**config.mk**
```make
export PLATFORM = sky130hd
export DESIGN_NAME = midpoint_circle_rasterizer
export DESIGN_NICKNAME = d
export VERILOG_FILES = /design/src/rtl/core/mcr_pkg.sv /design/src/rtl/core/mcr_front.sv /design/src/rtl/core/mcr_queue.sv /design/src/rtl/core/mcr_back.sv /design/src/rtl/core/midpoint_circle_rasterizer.sv
export SDC_FILE = /design/constraint.sdc
export NUM_CORES = 1
export LEC_CHECK = 0
export BUFFER_PORTS_ARGS = -buffer_cell sky130_fd_sc_hd__buf_2
export CAP_MARGIN = 20
export CORE_AREA = 2 2 239 241
export CTS_CLUSTER_SIZE = 16
export DETAILED_ROUTE_END_ITERATION = 12
export DIE_AREA = 0 0 241 243
export SYNTH_ARGS = -nofsm -noshare
export SYNTH_HDL_FRONTEND = slang
export SYNTH_SLANG_ARGS = --single-unit
export TNS_END_PERCENT = 5
```
**constraint.sdc**
```tcl
create_clock -name clk -period 6.41 [get_ports clk]
set_input_delay 0.3205 -clock clk [delete_from_list [all_inputs] [get_ports clk]]
set_output_delay 0.3205 -clock clk [all_outputs]
set_load 0.005 [all_outputs]
```
**src/rtl/core/mcr_pkg.sv**
```systemverilog
// ----------------------------------------------------------------------------
// mcr_pkg
// Shared widths, codes and item types of the midpoint circle rasterizer.
// ----------------------------------------------------------------------------
package mcr_pkg;

  localparam int COORD_WIDTH  = 16;
  localparam int RADIUS_WIDTH = 12;
  localparam int OFFSET_WIDTH = RADIUS_WIDTH + 1;   // octant offsets, signed
  localparam int DIAM_WIDTH   = RADIUS_WIDTH + 1;   // 2r, unsigned
  localparam int STEP_WIDTH   = RADIUS_WIDTH + 2;   // tx / ty increments
  localparam int ERR_WIDTH    = RADIUS_WIDTH + 3;   // decision error, signed
  localparam int CALC_WIDTH   = ERR_WIDTH + 2;      // headroom for the update
  localparam int POINTS_PER_STEP = 8;
  localparam int POINT_IDX_WIDTH = $clog2(POINTS_PER_STEP);
  localparam int QUEUE_DEPTH  = 2;
  localparam int QPTR_WIDTH   = $clog2(QUEUE_DEPTH);
  localparam int CFG_INDEX_WIDTH = 1;
  localparam int CFG_DATA_WIDTH  = COORD_WIDTH;

  localparam logic OP_START = 1'b0;
  localparam logic OP_TICK  = 1'b1;

  localparam logic [CFG_INDEX_WIDTH-1:0] REG_OFFSET_X = 1'b0;
  localparam logic [CFG_INDEX_WIDTH-1:0] REG_OFFSET_Y = 1'b1;

  typedef struct packed {
    logic                           op;
    logic signed [COORD_WIDTH-1:0]  center_x;
    logic signed [COORD_WIDTH-1:0]  center_y;
    logic [RADIUS_WIDTH-1:0]        radius;
  } item_t;

  typedef struct packed {
    logic signed [COORD_WIDTH-1:0] point_x;
    logic signed [COORD_WIDTH-1:0] point_y;
    logic                          step_last;
    logic                          circle_done;
  } result_t;

  // One octant step handed from the stepper to the point emitter.
  typedef struct packed {
    logic signed [COORD_WIDTH-1:0]  cx;
    logic signed [COORD_WIDTH-1:0]  cy;
    logic signed [OFFSET_WIDTH-1:0] x_off;
    logic signed [OFFSET_WIDTH-1:0] y_off;
    logic                           done;
  } step_rec_t;

endpackage

```
**src/rtl/core/mcr_front.sv**
```systemverilog
// ----------------------------------------------------------------------------
// mcr_front
// Accepts items, holds the screen offsets and the octant stepper, and pushes
// one step record per tick of a running circle.
// ----------------------------------------------------------------------------
module mcr_front (
  input  logic                                  clk,
  input  logic                                  rst,
  input  logic                                  cfg_we,
  input  logic [mcr_pkg::CFG_INDEX_WIDTH-1:0]   cfg_index,
  input  logic [mcr_pkg::CFG_DATA_WIDTH-1:0]    cfg_data,
  input  logic                                  push,
  input  mcr_pkg::item_t                        item,
  output logic                                  full,
  output logic                                  rec_push,
  output mcr_pkg::step_rec_t                    rec,
  input  logic                                  rec_full
);

  localparam int CW = mcr_pkg::COORD_WIDTH;
  localparam int OW = mcr_pkg::OFFSET_WIDTH;
  localparam int DW = mcr_pkg::DIAM_WIDTH;
  localparam int SW = mcr_pkg::STEP_WIDTH;
  localparam int EW = mcr_pkg::ERR_WIDTH;
  localparam int KW = mcr_pkg::CALC_WIDTH;

  logic signed [CW-1:0] screen_offset_x;
  logic signed [CW-1:0] screen_offset_y;
  logic signed [CW-1:0] screen_cx;
  logic signed [CW-1:0] screen_cy;
  logic signed [OW-1:0] x_offset;
  logic signed [OW-1:0] y_offset;
  logic [SW-1:0]        step_tx;
  logic [SW-1:0]        step_ty;
  logic signed [EW-1:0] decision_error;
  logic [DW-1:0]        diam;
  logic                 active;

  logic                 accept;
  logic                 do_start;
  logic                 do_tick;

  logic signed [OW-1:0] x_next;
  logic signed [OW-1:0] y_next;
  logic [SW-1:0]        tx_next;
  logic [SW-1:0]        ty_next;
  logic signed [KW-1:0] e_mid;
  logic signed [KW-1:0] e_next;
  logic                 done_next;
  logic [DW-1:0]        diam_start;

  assign full     = rec_full;
  assign accept   = push && !rec_full;
  assign do_start = accept && (item.op == mcr_pkg::OP_START);
  assign do_tick  = accept && (item.op == mcr_pkg::OP_TICK) && active;

  assign diam_start = {item.radius, 1'b0};

  // Midpoint rule: step y when the error allows, then pull x in if needed.
  always_comb begin
    x_next  = x_offset;
    y_next  = y_offset;
    tx_next = step_tx;
    ty_next = step_ty;
    e_mid   = KW'(decision_error);
    e_next  = e_mid;
    if (decision_error <= 0) begin
      y_next  = y_offset + OW'(1);
      e_mid   = KW'(decision_error) + $signed(KW'(step_ty));
      ty_next = step_ty + SW'(2);
    end
    e_next = e_mid;
    if (e_mid > 0) begin
      x_next  = x_offset - OW'(1);
      tx_next = step_tx + SW'(2);
      e_next  = e_mid + $signed(KW'(tx_next)) - $signed(KW'(diam));
    end
    done_next = (y_next > x_next);
  end

  assign rec_push  = do_tick;
  assign rec.cx    = screen_cx;
  assign rec.cy    = screen_cy;
  assign rec.x_off = x_offset;
  assign rec.y_off = y_offset;
  assign rec.done  = done_next;

  always_ff @(posedge clk) begin
    if (rst) begin
      screen_offset_x <= '0;
      screen_offset_y <= '0;
    end else if (cfg_we) begin
      unique case (cfg_index)
        mcr_pkg::REG_OFFSET_X: screen_offset_x <= $signed(cfg_data);
        mcr_pkg::REG_OFFSET_Y: screen_offset_y <= $signed(cfg_data);
        default: ;
      endcase
    end
  end

  always_ff @(posedge clk) begin
    if (rst) begin
      screen_cx      <= '0;
      screen_cy      <= '0;
      x_offset       <= '0;
      y_offset       <= '0;
      step_tx        <= SW'(1);
      step_ty        <= SW'(1);
      decision_error <= '0;
      diam           <= '0;
      active         <= 1'b0;
    end else if (do_start) begin
      screen_cx      <= item.center_x + screen_offset_x;
      screen_cy      <= screen_offset_y - item.center_y;
      x_offset       <= $signed({1'b0, item.radius}) - OW'(1);
      y_offset       <= '0;
      step_tx        <= SW'(1);
      step_ty        <= SW'(1);
      decision_error <= $signed(EW'(1)) - $signed(EW'(diam_start));
      diam           <= diam_start;
      active         <= (item.radius != '0);
    end else if (do_tick) begin
      x_offset       <= x_next;
      y_offset       <= y_next;
      step_tx        <= tx_next;
      step_ty        <= ty_next;
      decision_error <= e_next[EW-1:0];
      active         <= !done_next;
    end
  end

endmodule

```
**src/rtl/core/mcr_queue.sv**
```systemverilog
// ----------------------------------------------------------------------------
// mcr_queue
// Short FIFO of step records between the stepper and the point emitter.
// ----------------------------------------------------------------------------
module mcr_queue (
  input  logic               clk,
  input  logic               rst,
  input  logic               wr_en,
  input  mcr_pkg::step_rec_t wr_data,
  output logic               q_full,
  input  logic               rd_en,
  output logic               rd_valid,
  output mcr_pkg::step_rec_t rd_data
);

  localparam int PW = mcr_pkg::QPTR_WIDTH;
  localparam int NW = $clog2(mcr_pkg::QUEUE_DEPTH + 1);

  mcr_pkg::step_rec_t slots [mcr_pkg::QUEUE_DEPTH];
  logic [PW-1:0] wr_ptr;
  logic [PW-1:0] rd_ptr;
  logic [NW-1:0] count;
  logic          do_wr;
  logic          do_rd;

  assign q_full   = (count == NW'(mcr_pkg::QUEUE_DEPTH));
  assign rd_valid = (count != '0);
  assign rd_data  = slots[rd_ptr];
  assign do_wr    = wr_en && !q_full;
  assign do_rd    = rd_en && rd_valid;

  always_ff @(posedge clk) begin
    if (do_wr) begin
      slots[wr_ptr] <= wr_data;
    end
  end

  always_ff @(posedge clk) begin
    if (rst) begin
      wr_ptr <= '0;
      rd_ptr <= '0;
      count  <= '0;
    end else begin
      if (do_wr) begin
        wr_ptr <= (wr_ptr == PW'(mcr_pkg::QUEUE_DEPTH - 1)) ? '0 : wr_ptr + PW'(1);
      end
      if (do_rd) begin
        rd_ptr <= (rd_ptr == PW'(mcr_pkg::QUEUE_DEPTH - 1)) ? '0 : rd_ptr + PW'(1);
      end
      if (do_wr && !do_rd) begin
        count <= count + NW'(1);
      end else if (do_rd && !do_wr) begin
        count <= count - NW'(1);
      end
    end
  end

endmodule

```
**src/rtl/core/mcr_back.sv**
```systemverilog
// ----------------------------------------------------------------------------
// mcr_back
// Expands each step record into its eight symmetric points, one per cycle while
// the output register is empty or being popped, into that output register.
// ----------------------------------------------------------------------------
module mcr_back (
  input  logic               clk,
  input  logic               rst,
  input  logic               q_valid,
  input  mcr_pkg::step_rec_t q_data,
  output logic               q_pop,
  output logic               empty,
  input  logic               pop,
  output mcr_pkg::result_t   result
);

  localparam int CW = mcr_pkg::COORD_WIDTH;
  localparam int OW = mcr_pkg::OFFSET_WIDTH;
  localparam int IW = mcr_pkg::POINT_IDX_WIDTH;
  localparam logic [IW-1:0] LAST_IDX = IW'(mcr_pkg::POINTS_PER_STEP - 1);

  mcr_pkg::step_rec_t cur;
  logic               cur_valid;
  logic [IW-1:0]      idx;
  logic               out_valid;

  logic                 out_ready;
  logic                 emit;
  logic                 last_pt;
  logic signed [CW-1:0] x_ext;
  logic signed [CW-1:0] y_ext;
  logic signed [CW-1:0] dx;
  logic signed [CW-1:0] dy;
  mcr_pkg::result_t     pt;

  assign out_ready = !out_valid || pop;
  assign emit      = cur_valid && out_ready;
  assign last_pt   = emit && (idx == LAST_IDX);
  assign q_pop     = q_valid && (!cur_valid || last_pt);
  assign empty     = !out_valid;

  assign x_ext = {{(CW-OW){cur.x_off[OW-1]}}, cur.x_off};
  assign y_ext = {{(CW-OW){cur.y_off[OW-1]}}, cur.y_off};

  // Bit 2 swaps the octant, bit 1 mirrors x, bit 0 mirrors y.
  always_comb begin
    dx = idx[2] ? y_ext : x_ext;
    dy = idx[2] ? x_ext : y_ext;
    pt.point_x     = idx[1] ? (cur.cx - dx) : (cur.cx + dx);
    pt.point_y     = idx[0] ? (cur.cy + dy) : (cur.cy - dy);
    pt.step_last   = (idx == LAST_IDX);
    pt.circle_done = cur.done;
  end

  always_ff @(posedge clk) begin
    if (q_pop) begin
      cur <= q_data;
    end
    if (emit) begin
      result <= pt;
    end
  end

  always_ff @(posedge clk) begin
    if (rst) begin
      cur_valid <= 1'b0;
      idx       <= '0;
      out_valid <= 1'b0;
    end else begin
      if (q_pop) begin
        cur_valid <= 1'b1;
        idx       <= '0;
      end else if (last_pt) begin
        cur_valid <= 1'b0;
        idx       <= '0;
      end else if (emit) begin
        idx <= idx + IW'(1);
      end
      if (emit) begin
        out_valid <= 1'b1;
      end else if (pop) begin
        out_valid <= 1'b0;
      end
    end
  end

endmodule

```
**src/rtl/core/midpoint_circle_rasterizer.sv**
```systemverilog
// Path: a tick's step record is written into the queue, then loaded into the
// emitter's record register, and its first point is registered at the result
// side; its eight points follow one per cycle when pop keeps up. Sustained
// ticks are paced by the point emitter; start and idle-tick items push no
// record. Two step records queue. Reset (synchronous, rst high): offsets 0,
// stepper idle, queue and output empty.
// ----------------------------------------------------------------------------
// midpoint_circle_rasterizer
// Midpoint circle stepper with a decoupled eight-point emitter.
// ----------------------------------------------------------------------------
module midpoint_circle_rasterizer (
  input  logic                                clk,
  input  logic                                rst,
  input  logic                                cfg_we,
  input  logic [mcr_pkg::CFG_INDEX_WIDTH-1:0] cfg_index,
  input  logic [mcr_pkg::CFG_DATA_WIDTH-1:0]  cfg_data,
  input  logic                                push,
  input  mcr_pkg::item_t                      item,
  output logic                                full,
  output logic                                empty,
  input  logic                                pop,
  output mcr_pkg::result_t                    result
);

  logic               rec_push;
  logic               rec_full;
  mcr_pkg::step_rec_t rec;
  logic               q_valid;
  logic               q_pop;
  mcr_pkg::step_rec_t q_data;

  mcr_front u_front (
    .clk       (clk),
    .rst       (rst),
    .cfg_we    (cfg_we),
    .cfg_index (cfg_index),
    .cfg_data  (cfg_data),
    .push      (push),
    .item      (item),
    .full      (full),
    .rec_push  (rec_push),
    .rec       (rec),
    .rec_full  (rec_full)
  );

  mcr_queue u_queue (
    .clk      (clk),
    .rst      (rst),
    .wr_en    (rec_push),
    .wr_data  (rec),
    .q_full   (rec_full),
    .rd_en    (q_pop),
    .rd_valid (q_valid),
    .rd_data  (q_data)
  );

  mcr_back u_back (
    .clk     (clk),
    .rst     (rst),
    .q_valid (q_valid),
    .q_data  (q_data),
    .q_pop   (q_pop),
    .empty   (empty),
    .pop     (pop),
    .result  (result)
  );

endmodule

```
# ---- After elaboration in Yosys (flattened, before gate mapping)
# Memory sizes are Yosys's and may differ from the RTL's. A register that Yosys moved wholly into a read port is not among the register bits.
# Cells that the tools add are included.
# Widths: inputs -> output; s select.
dict set report totals {
  ff_bits 189
  ram_bits 118
  inputBits 67
  output_inout_bits 36
  word_cells 104
  memories 1
}
# name depth width rd rd_ports_with_merged_regs write_ports line
set mem_list {}
lappend mem_list {u_queue.slots 2 59 1 1 1 mcr_queue.sv:19} ;# mcr_pkg::step_rec_t slots [mcr_pkg::QUEUE_DEPTH];
dict set report classes {
  n_addsub 20
  n_lt_le_gt_ge 3
  eq_ne 2
  muxes 24
  bitwise_logic 2
  n_reduce_logical 31
}
# cell count
set op_table {}
lappend op_table {{$mux 16} 4}
lappend op_table {{$mux 13} 4}
lappend op_table {{$add 16x16->16} 3}
lappend op_table {{$sub 16x16->16} 3}
lappend op_table {{$mux 15} 3}
lappend op_table {{$add 14x2->14 const B} 2}
lappend op_table {{$gt 17x1->1 const B} 1}
lappend op_table {{$mux 17} 1}
lappend op_table {{$add 15x15->16} 1}
lappend op_table {{$add 15x15->15} 1}
lappend op_table {{$le 15x1->1 const B} 1}
lappend op_table {{$sub 15x14->15} 1}
lappend op_table {{$sub 1x13->14 const A} 1}
lappend op_table {{$add 13x2->13 const B} 1}
lappend op_table {{$gt 13x13->1} 1}
lappend op_table {{$sub 12x1->13 const B} 1}
lappend op_table {{$sub 13x2->13 const B} 1}
lappend op_table {{$reduce_bool 12->1} 1}
lappend op_table {{$logic_and 1x1->1} 11}
lappend op_table {{$mux 1} 10}
lappend op_table {{$reduce_bool 2->1} 5}
lappend op_table {{$reduce_and 2->1} 4}
lappend op_table {{$logic_not 1->1} 6}
lappend op_table {{$mux 2} 2}
lappend op_table {{other kinds (10)} 13}

# ---- Logic depth before layout (Yosys ltp)
dict set report logic_depth {
  word_depth 10
  depth_mapped 22
  ltp_nobuf 21
}

# ---- By module
# Synthesis repeated with hierarchy kept, for this count alone.
dict set report unflattened {
  hier_cells 1932
  area_unflattened_um2 19859.0
}
# mod n_inst cells_per_inst area_per_inst_um2 seq_area_each_um2
set by_module_without_submodules {}
lappend by_module_without_submodules {mcr_front 1 1251 9683.0 2882.8}
lappend by_module_without_submodules {mcr_back 1 472 5662.9 2892.8}
lappend by_module_without_submodules {mcr_queue 1 209 4513.1 3643.5}

# ---- Worst setup path before layout
# Ideal clock, no wire load.
dict set report synth_timing {
  path_type {reg2reg}
  from {register u_front.decision_error[2]}
  to {memory u_queue.slots[0][0] (netlist bit), data pin}
  setup_time_ns 0.274
  t_arrival_ns 4.461
  required_ns 6.136
  setup_slack_ns 1.675
  stages_incl_launch_ff 21
  path_buffers 1
  synth_period_minus_slack_ns 4.735
  path_cell_list {dfxtp_1 ha_1 nor2b_4 o2111a_1 or4_1 a32o_2 or4b_1 nor3_2 a31o_1 buf_6 nor2_1 a21oi_1 ha_1 nor2b_1 o21a_1 o32ai_1 a21oi_1 and4b_1 a311o_1 a41oi_1 a211oi_2}
}
# element line
set synth_lines {}
lappend synth_lines {{start, declared} mcr_front.sv:35} ;# logic signed [EW-1:0] decision_error;
lappend synth_lines {{start signal, assigned} mcr_front.sv:119} ;# decision_error <= $signed(EW'(1)) - $signed(EW'(diam_start));
lappend synth_lines {{start signal, assigned} mcr_front.sv:127} ;# decision_error <= e_next[EW-1:0];
lappend synth_lines {{end, declared} mcr_queue.sv:19}

==> summary.md <==
The flow ran to the end, and the final reports show no timing, DRC or antenna violations. The leading cell type in the layout, fill and taps excluded is sky130_fd_sc_hd__nand2_1. The last weighted congestion value of the routability-driven placer is 0.871. The antenna cell count was 0; the standard cell core area was 0.0560 sq mm. The first global-routing pass estimated 76.3 mm of wire. The aggregate global-route resource usage is 0.166, and the final clock period utilization by the worst path is 0.870. The run gives 0 as the remaining number of nets flagged by the antenna check after routing. By area, the combinational part of the netlist is dominated by simple AND/OR/NAND/NOR gates.

The relative max-transition margin is 0.314, and the count of yosys warnings during synthesis is 0. The source-to-sink clock delay at the later pin of the worst-skew pair was 590 ps. The worst hold path begins at cfg_data[4]. STA classifies the critical path endpoint as a flip-flop.

The number of search-and-repair iterations in the first detailed-routing pass was 5; the path depth of the worst reg2reg path was 19. Data arrives at the worst endpoint at 5860 ps. Number of library cell types mapped by synthesis: 86. The net count of the finished layout is 2192. After synthesis, the cell types taking the most area are sky130_fd_sc_hd__edfxtp_1 (33%), sky130_fd_sc_hd__dfxtp_1 (16%), sky130_fd_sc_hd__ha_1 (7.0%). Dividing the detail-routed via count by the number of cells gives 5.09.

The largest area contributor in the netlist was sky130_fd_sc_hd__edfxtp_1. The number of buffers and inverters on the critical path is 0. For the hold-fix buffer count after cts, the log shows 17. Across the routed clock network, the largest skew measured is 27.1 ps.

Number of stages on the worst setup path: 19. The mux cell area share after synthesis is 0.0495. Synthesis handed over a netlist of 1891 instances. Summed over all cells, the static leakage comes to 0.00857 uW. Hold timing on the final database bottoms out at a slack of 21.3 ps. Static timing analysis puts the maximum clock frequency at 179 MHz.

The instance count along the most critical hold path was 3. For flop-to-flop paths, the worst setup slack is 830 ps. Top fanout value on the critical path: 10. Excluding fillers, the count of instances in the completed layout stands at 2788. The initial antenna violation count was 3; the top cell type's share of synthesized area was 0.326.

The number of nets handed over by synthesis was 2084. The delay contributed by the slowest stage of the critical path is 550 ps, and the post-place instance area is 0.0208 sq mm. The tools report the sum of negative setup slack as 0 ps.

Post-CTS repair changed the size of 0 cells. TritonCTS built the clock tree. The total clock sinks came out at 364. For the final count of hold timing violations, the log shows 0.

Entering global routing, the biggest net connects 69 pins. Cell type of the slowest stage on the worst timing path: sky130_fd_sc_hd__or4b_1. The tools report the initial cell density of the core as 0.348. The layout cell share with drive strength beyond 1 works out to 0.139.

The critical path starts at u_front.decision_error[2]. Setup repair after global routing left no endpoint under its margin. The critical path in this run is classified as flip-flop to flip-flop.

The kind of start point of the critical path was a flip-flop. The final cell utilization of the core is 0.401. At the worst endpoint, the required time is 6700 ps. The number of buffers added on ports is 102. From synthesis to final layout, the design area changed by 15.3%. Violation count after the first detailed-route iteration: 823.

Power spread over the standard cell area amounts to 431 mW/mm^2. The number of setup buffers added after CTS is 0. The compound-gate portion of the synthesized area is 0.128.

The worst hold path belongs to the class input port to flip-flop. The final route contains 14200 vias. The tools report the number of failing setup endpoints in the final timing report as 0. Measured along the y axis, the die boundary spans 243 um. For the fraction of the yosys area taken by sequential cells, the log shows 0.483. In the routed design, unresolved DRC markers number 0.

The post-synthesis average cell area came out at 10.3 sq um. CTS built an H-tree with a depth of 2. Traced cell by cell, the critical path runs through ha_1 > nor2b_4 > o2111a_1 > or4_1 > a32o_2 > or4b_1 > nor3_2 > a31o_1 > nor2_1 > a21oi_1 > ha_1 > nor2b_1 > o21a_1 > o32ai_1 > a21oi_1 > and4b_1 > a311o_1 > a41oi_1 > a211oi_2. After clock tree synthesis, the clock-pin slew on the worst setup and hold paths is 60 ps. The finished cells cover 0.0224 sq mm. The row count came out at 87. The tools report the largest vdd supply drop as 0.000321 V.

The longest clock path from root to sink contains 3 buffers. The number of pins exceeding their max-slew limit in the final report came out at 0. The simple-gate area share of the yosys netlist works out to 0.147.

The tools report the capturing instance or port of the critical path as u_queue.slots[1][0]. The synthesized design contains 364 register bits. On the critical path the largest part of the delay comes from compound AO/OA/AOI/OAI gates.

The filler cells instantiated in the layout total 5485. The share of flip-flops with an asynchronous set or reset is 0. In this run the critical register-to-register path is launched from u_front.decision_error[2]. In this run the count of I/O pins placed on the die edge is 103. In the synthesized netlist the dominant register cell turns out to be sky130_fd_sc_hd__edfxtp_1. In this run the clock root is driven by a sky130_fd_sc_hd__clkbuf_16. The final layout contains routed wiring with a total length of 48.8 mm. The area share of xor/xnor cells in the synthesized design was 0.0718; the mean routed wirelength per cell was 17.5 um. The count of flip-flops with a built-in enable after synthesis is 211, and the adder-cell share of the synthesized area is 0.0876. The width of the die came out at 241 um. The run gives 0.0586 sq mm as the floorplan die area. The final critical path time including I/O delays and setup is 5580 ps, and the placed instance count is 2695.

The synthesized netlist occupies a cell area of 0.0195 sq mm. Summed over all layers, the global routing overflow is 0. The max-capacitance violation count is 0. The library cells used most frequently in the layout, excluding fill and tap cells, are sky130_fd_sc_hd__nand2_1 (219), sky130_fd_sc_hd__edfxtp_1 (211), sky130_fd_sc_hd__a21oi_1 (155). Once detailed placement completed, the half-perimeter wirelength came to 35.9 mm. Terminus of the critical flop-to-flop path: u_queue.slots[1][0]. The number of global-route vias before repair is 13700, and the pin slew with the least headroom to its limit is 1030 ps. The number of clock buffers inserted by TritonCTS came out at 41.
## layout make-up
class / instances / area [sq um] / share of cell area
multi-input combinational: 1362 / 9430 / 0.420
timing repair buffer: 134 / 796 / 0.0355
sequential: 364 / 9400 / 0.419
clock inverter: 29 / 439 / 0.0196
inverter: 96 / 360 / 0.0161
tap: 756 / 946 / 0.0422
clock buffer: 47 / 1060 / 0.0472
## metrics by stage
step / setup slack (ps) / power (uW)
after global placement: 1060 / 7050
after CTS: 871 / 9740
after global routing: 478 / 10300
after floorplan: 1670 / 6110
final: 833 / 9660
after detailed placement: 913 / 7120
## report_power, final
group          leakage, uW  internal, uW  total (uW)  switching [uW]
Combinational      0.00462          1590        3680            2080
Clock             0.000723          1570        2590            1020
Sequential         0.00323          3060        3400             338
## flip-flops by register name, indices dropped and copies added (netlist names), 15 cells and up
signal / cells
u_front.screen_cx: 16
u_queue.slots: 118
u_front.screen_offset_x: 16
u_back.cur: 59
u_front.screen_offset_y: 16
u_front.screen_cy: 16
u_front.decision_error: 15
u_back.result: 34
## worst register-to-register path, cell delays in order, from the launching register on
cell,delay [ps]
sky130_fd_sc_hd__dfxtp_1,340
sky130_fd_sc_hd__ha_1,380
sky130_fd_sc_hd__nor2b_4,160
sky130_fd_sc_hd__o2111a_1,290
sky130_fd_sc_hd__or4_1,500
sky130_fd_sc_hd__a32o_2,310
sky130_fd_sc_hd__or4b_1,550
sky130_fd_sc_hd__nor3_2,220
sky130_fd_sc_hd__a31o_1,510
sky130_fd_sc_hd__nor2_1,90
sky130_fd_sc_hd__a21oi_1,190
sky130_fd_sc_hd__ha_1,270
sky130_fd_sc_hd__nor2b_1,140
sky130_fd_sc_hd__o21a_1,160
sky130_fd_sc_hd__o32ai_1,130
sky130_fd_sc_hd__a21oi_1,80
sky130_fd_sc_hd__and4b_1,210
sky130_fd_sc_hd__a311o_1,360
sky130_fd_sc_hd__a41oi_1,250
sky130_fd_sc_hd__a211oi_2,140
## Yosys cell counts (58+ instances only)
cell / count
sky130_fd_sc_hd__nand2_1: 220
sky130_fd_sc_hd__edfxtp_1: 211
sky130_fd_sc_hd__a21oi_1: 155
sky130_fd_sc_hd__dfxtp_1: 153
sky130_fd_sc_hd__nor2_1: 130
sky130_fd_sc_hd__ha_1: 109
sky130_fd_sc_hd__inv_1: 96
sky130_fd_sc_hd__xnor2_1: 87
sky130_fd_sc_hd__o21ai_0: 85
sky130_fd_sc_hd__xor2_1: 70
sky130_fd_sc_hd__mux2_2: 63
sky130_fd_sc_hd__clkbuf_1: 58
## worst min path at each step
| stage | slack (ps) | end |
|---|---|---|
| final | 20 | u_front.screen_offset_x[4] |
| after global routing | 8 | u_front.screen_offset_y[4] |
| after CTS | 1 | u_front.screen_offset_y[4] |
| after detailed placement | 410 | u_back.result[0] |
| after global placement | 410 | u_back.result[0] |
| after floorplan | 400 | u_back.result[0] |
## logic make-up (layout without fill, tap and decap cells)
logic type	Yosys count	in the layout
buffers and inverters	165	306
flip-flops	364	364
AND/OR/NAND/NOR	597	597
AO/OA/AOI/OAI	393	393
XOR/XNOR	158	158
adder cells (fa/ha/maj)	126	126
multiplexers	88	88
## routing by layer
layer / up-vias / share of wire / GRT usage
met5: - / 0.00027 / 0
met2: 331 / 0.45 / 0.260
met1: 6785 / 0.47 / 0.229
met4: 2 / 0.023 / 0.0481
li1: 6998 / - / -
met3: 78 / 0.058 / 0.0353
Power figures use the tool's default switching activity.
